===== config.mk =====
export PLATFORM = sky130hd
export DESIGN_NAME = fsc_cell
export DESIGN_NICKNAME = d
export VERILOG_FILES = /design/src/hw/rtl/fsc_pkg.sv /design/src/hw/rtl/fsc_cell.sv
export SDC_FILE = /design/constraint.sdc
export NUM_CORES = 1
export LEC_CHECK = 0
export BUFFER_PORTS_ARGS = -buffer_cell sky130_fd_sc_hd__buf_2
export CORE_ASPECT_RATIO = 0.75
export CORE_MARGIN = 4
export CORE_UTILIZATION = 47
export CTS_CLUSTER_DIAMETER = 50
export DETAILED_ROUTE_END_ITERATION = 6
export PLACE_DENSITY = 0.8
export SYNTH_ARGS = -nofsm -noshare
export SYNTH_HDL_FRONTEND = slang
export SYNTH_SLANG_ARGS = --single-unit

===== constraint.sdc =====
create_clock -name clk -period 3.9 [get_ports clk]
set_clock_uncertainty 0.1 [all_clocks]
set_input_delay 0.39 -clock clk [delete_from_list [all_inputs] [get_ports clk]]
set_output_delay 0.39 -clock clk [all_outputs]
set_load 0.03 [all_outputs]

===== src/hw/rtl/fsc_pkg.sv =====
// fsc_pkg: shared types and codes for the first-seen id compressor
// word formats, operation and status codes, and the control group passed between cells
// no dependencies
`default_nettype none

package fsc_pkg;

  localparam int KEY_W    = 32;
  localparam int INDEX_W  = 7;
  localparam int STATUS_W = 2;

  typedef enum logic {
    OP_ADD    = 1'b0,
    OP_LOOKUP = 1'b1
  } op_t;

  typedef enum logic [STATUS_W-1:0] {
    ST_OK   = 2'd0,
    ST_MISS = 2'd1,
    ST_FULL = 2'd2
  } status_t;

  typedef struct packed {
    logic                    operation;
    logic signed [KEY_W-1:0] key;
  } in_word_t;

  typedef struct packed {
    logic [INDEX_W-1:0]  index;
    logic [STATUS_W-1:0] status;
  } out_word_t;

  // control group that rides along the cell chain with each word
  typedef struct packed {
    logic vld;
    op_t  operation;
    logic found;
  } cell_ctl_t;

endpackage

`default_nettype wire


===== src/hw/rtl/fsc_cell.sv =====
// fsc_cell: one table slot of the compressor chain
// holds one key and its occupied flag, compares the passing word and claims a free slot
// depends on fsc_pkg
`default_nettype none

module fsc_cell #(
  parameter int POS  = 0,
  parameter int IDXW = 7
) (
  input  wire logic                            clk,
  input  wire logic                            rst,
  input  wire fsc_pkg::cell_ctl_t              up_ctl,
  input  wire logic signed [fsc_pkg::KEY_W-1:0] up_key,
  input  wire logic [IDXW-1:0]                 up_idx,
  output fsc_pkg::cell_ctl_t                   dn_ctl,
  output logic signed [fsc_pkg::KEY_W-1:0]     dn_key,
  output logic [IDXW-1:0]                      dn_idx,
  output logic                                 occupied
);

  logic signed [fsc_pkg::KEY_W-1:0] stored_key;
  logic hit;
  logic claim;

  // slots fill in order, so the first free slot a new key meets is the next one
  assign hit   = up_ctl.vld && occupied && (up_key == stored_key);
  assign claim = up_ctl.vld && !occupied && !up_ctl.found &&
                 (up_ctl.operation == fsc_pkg::OP_ADD);

  always_ff @(posedge clk) begin
    if (rst) begin
      occupied   <= 1'b0;
      dn_ctl.vld <= 1'b0;
    end else begin
      dn_ctl.vld <= up_ctl.vld;
      if (claim) begin
        occupied <= 1'b1;
      end
    end
    if (claim) begin
      stored_key <= up_key;
    end
    dn_ctl.operation <= up_ctl.operation;
    dn_ctl.found     <= up_ctl.found || hit || claim;
    dn_key           <= up_key;
    if (hit || claim) begin
      dn_idx <= IDXW'(POS);
    end else begin
      dn_idx <= up_idx;
    end
  end

endmodule

`default_nettype wire


==> results summary <==
Setup repair after global routing left no endpoint under its margin. The endpoint required time on the critical path came out at 3.81 ns. The floorplan die area is 0.005984 sq mm.

The final number of setup-violating endpoints came out at 0. The max-cap check violation count came out at 0. The total overflow reported by the global router is 0. The finished layout holds 292 standard cells, fillers aside.

The cell row count is 21. The signal on the critical path passes through nor4b_4 > buf_4. The final-report hold violation count is 0. The net count after synthesis is 176. The final-stage net count is 274.

Yosys attributes the largest share of cell area to sky130_fd_sc_hd__edfxtp_1 43%, sky130_fd_sc_hd__dfxtp_1 38%, sky130_fd_sc_hd__xnor2_1 12%. The path class of the tightest hold or removal check is input pin to flop. The initial DRC count is 39. The largest stage delay on the critical path is 0.72 ns. The total number of vias is 1,331.

The global-route track usage on met3 is 7.822%. Of the cells placed in the final design, the portion with a size suffix greater than 1 is 43.83%. The flow ran to the end, and the final reports show no timing, DRC or antenna violations.

The cell area after synthesis is 0.002256 sq mm. The overall power of the completed layout came out at 1.591 mW. The number of instances resized during post-cts repair came out at 0. In this run the tool buffered the top-level ports with 86 buffer cells. The clock drives 75 sinks. The instance count of the mapped netlist is 132. The die span in y came out at 68 um.

The area of combinational cells with multiple inputs came out at 442.9 sq um. After global routing, the most crowded layer is met2. The transition time at the pin with the least slew margin is 0.7613 ns. The share of the synthesized area in the top cell type came out at 42.60%. In the layout the commonest cells are 86 x sky130_fd_sc_hd__buf_2, 43 x sky130_fd_sc_hd__dfxtp_1, 32 x sky130_fd_sc_hd__xnor2_1, 32 x sky130_fd_sc_hd__edfxtp_1, 10 x sky130_fd_sc_hd__clkbuf_8. The clock transition time at the flip-flop clock pins of the worst setup and hold paths came out at 0.08 ns. Global routing used 14.93% of the available met1 tracks. The half-perimeter wire length after placement came out at 2984 um. The count of state elements after synthesis came out at 75.

The initial antenna violation count came out at 0. Registers take 0.001822 sq mm. The relative slew slack came out at 49.03%. The largest total area in the synthesized netlist belongs to sky130_fd_sc_hd__edfxtp_1. The area added between synthesis and finish is 32.17%. The clock insertion delay at the later pin of the skew report came out at 0.34 ns.

The die extent in x came out at 88 um. CTS built an H-tree with a depth of 3. The cell total after placement came out at 276.

The final worst setup slack came out at 1.984 ns. A synthesized cell averages 17.09 sq um. The number of diodes is 0. The critical path is of the flop to flop type. The sum of routed wire length over all layers is 3842 um. TritonCTS built the clock tree.

The most frequent standard cell in the layout excluding fill and tap cells is sky130_fd_sc_hd__buf_2. The portion of the post-synthesis area used by sequential elements came out at 80.75%. The via count normalized by instance count came out at 4.558. The placer's final routability congestion estimate is 0.6942. The total number of yosys warnings is 0.

The via count of the first global-routing pass came out at 1,352. The peak supply drop is 375.6 uV. The post-route antenna net violation count came out at 0. The data arrival at the endpoint of the critical path came out at 1.83 ns.

In this run the worst path has a maximum fanout of 22. In this run the power density over the cells is 533.6 mW/mm^2. Once layout is complete, the utilization of the core stands at 65.59%. Dividing the detail-routed wire length by the instance count gives 13.16 um. Before CTS, the worst setup slack after placement is 1.796 ns. The buffer cell driving the clock tree root is sky130_fd_sc_hd__clkbuf_8.

The worst setup path is captured at a flop. The post-route DRC violation count is 0. The count of boundary I/O pins is 87. The number of buffers created by CTS is 9.

Fill cells in the final layout number 350. The first detailed-routing pass took 4 iterations. The number of distinct library cells after synthesis is 13. The number of setup buffers added after CTS is 0. The number of buffers on the longest clock path came out at 2. The first global-routing pass estimated 5940 um of wire. For this design, the slowest cell found on the critical path is sky130_fd_sc_hd__nor4b_4. In the global route stage, overall resource usage came out at 14.00%.

Summed over all cells, the static leakage comes to 1.218 nW. The post-layout minimum cycle time came out at 1.916 ns. The met2 routing resource usage after global routing came out at 21.80%. For this configuration, the core starts out at a cell density of 49.63%. The quantity of hold-fixing buffers added after cts is 0.

The sum of negative setup slack is 0 ns. Entering global routing, the biggest net connects 23 pins. The final clock period utilization by the worst path came out at 49.13%. The count of pins over their slew limit is 0.

The total core area is 0.004546 sq mm. The maximum clock frequency came out at 521.9 MHz. The type of element launching the critical path is a flop.
==> power breakdown <==
group	switching, mW	leakage, nW	internal (mW)	total, mW
registers	0.00973	0.656	0.854	0.864
logic	0.0918	0.452	0.0539	0.146
clock network	0.257	0.110	0.324	0.581
total	0.359	1.22	1.23	1.59
==> worst max-delay path, delay by kind of cell, from the launching register on <==
kind | cells | cell delay, ns
and+or+nand+nor | 1 | 0.72
buffers and inverters | 1 | 0.41
DFF | 1 | 0.35
==> layer usage <==
metal	wire, um	share of wire, %
met5	0	0
met4	36	0.94
met3	557	14
met2	1688	44
met1	1560	41
==> per-stage QoR <==
stage	instance area, sq um	hold WS (ns)
floorplan	2256	0.3177
global placement	2774	0.4324
CTS	2982	0.06445
finish	2982	0.08518
detailed placement	2774	0.4338
global route	2982	0.07146
==> layout make-up <==
type	count	share of cell area [%]
clock buffers	13	6.420
well taps	57	2.392
flip-flops and latches	75	61.10
multi-input cells	57	14.86
clock inverters	3	0.5455
repair buffers	87	14.69
==> worst paths after layout <==
kind / startpoint / to / slack [ns] / cells past startpoint
min reg2reg: occupied$_SDFFE_PP0P_ / occupied$_SDFFE_PP0P_ / 0.44 / 2
min: up_key[13] / dn_key[13]$_DFF_P_ / 0.09 / 1
max: occupied$_SDFFE_PP0P_ / stored_key[19]$_DFFE_PP_ / 1.98 / 2
max reg2reg: occupied$_SDFFE_PP0P_ / stored_key[19]$_DFFE_PP_ / 1.98 / 2
==> synthesized netlist by cell type (all sizes together) <==
cell,n
nand3,2
xnor2,32
dfxtp,43
nor4b,1
a31oi,1
and2,7
nor3,1
nor2b,1
edfxtp,32
nor4,1
nand4,7
nand2b,1
nor2,3
==> flip-flops by register name (all words and copies together), names as in the netlist <==
register and flops:
occupied 1, stored_key 32, dn_key 32, dn_idx 7, dn_ctl 3
==> logic make-up (layout without fill, tap and decap cells) <==
group / Yosys count / count (layout) / synth area share [%]
flops: 75 / 75 / 80.75
simple gates: 24 / 24 / 6.545
xor+xnor: 32 / 32 / 12.42
compound gates: 1 / 1 / 0.2775
buf+inv: 0 / 103 / 0
No activity file was read; power rests on OpenSTA's default activity.
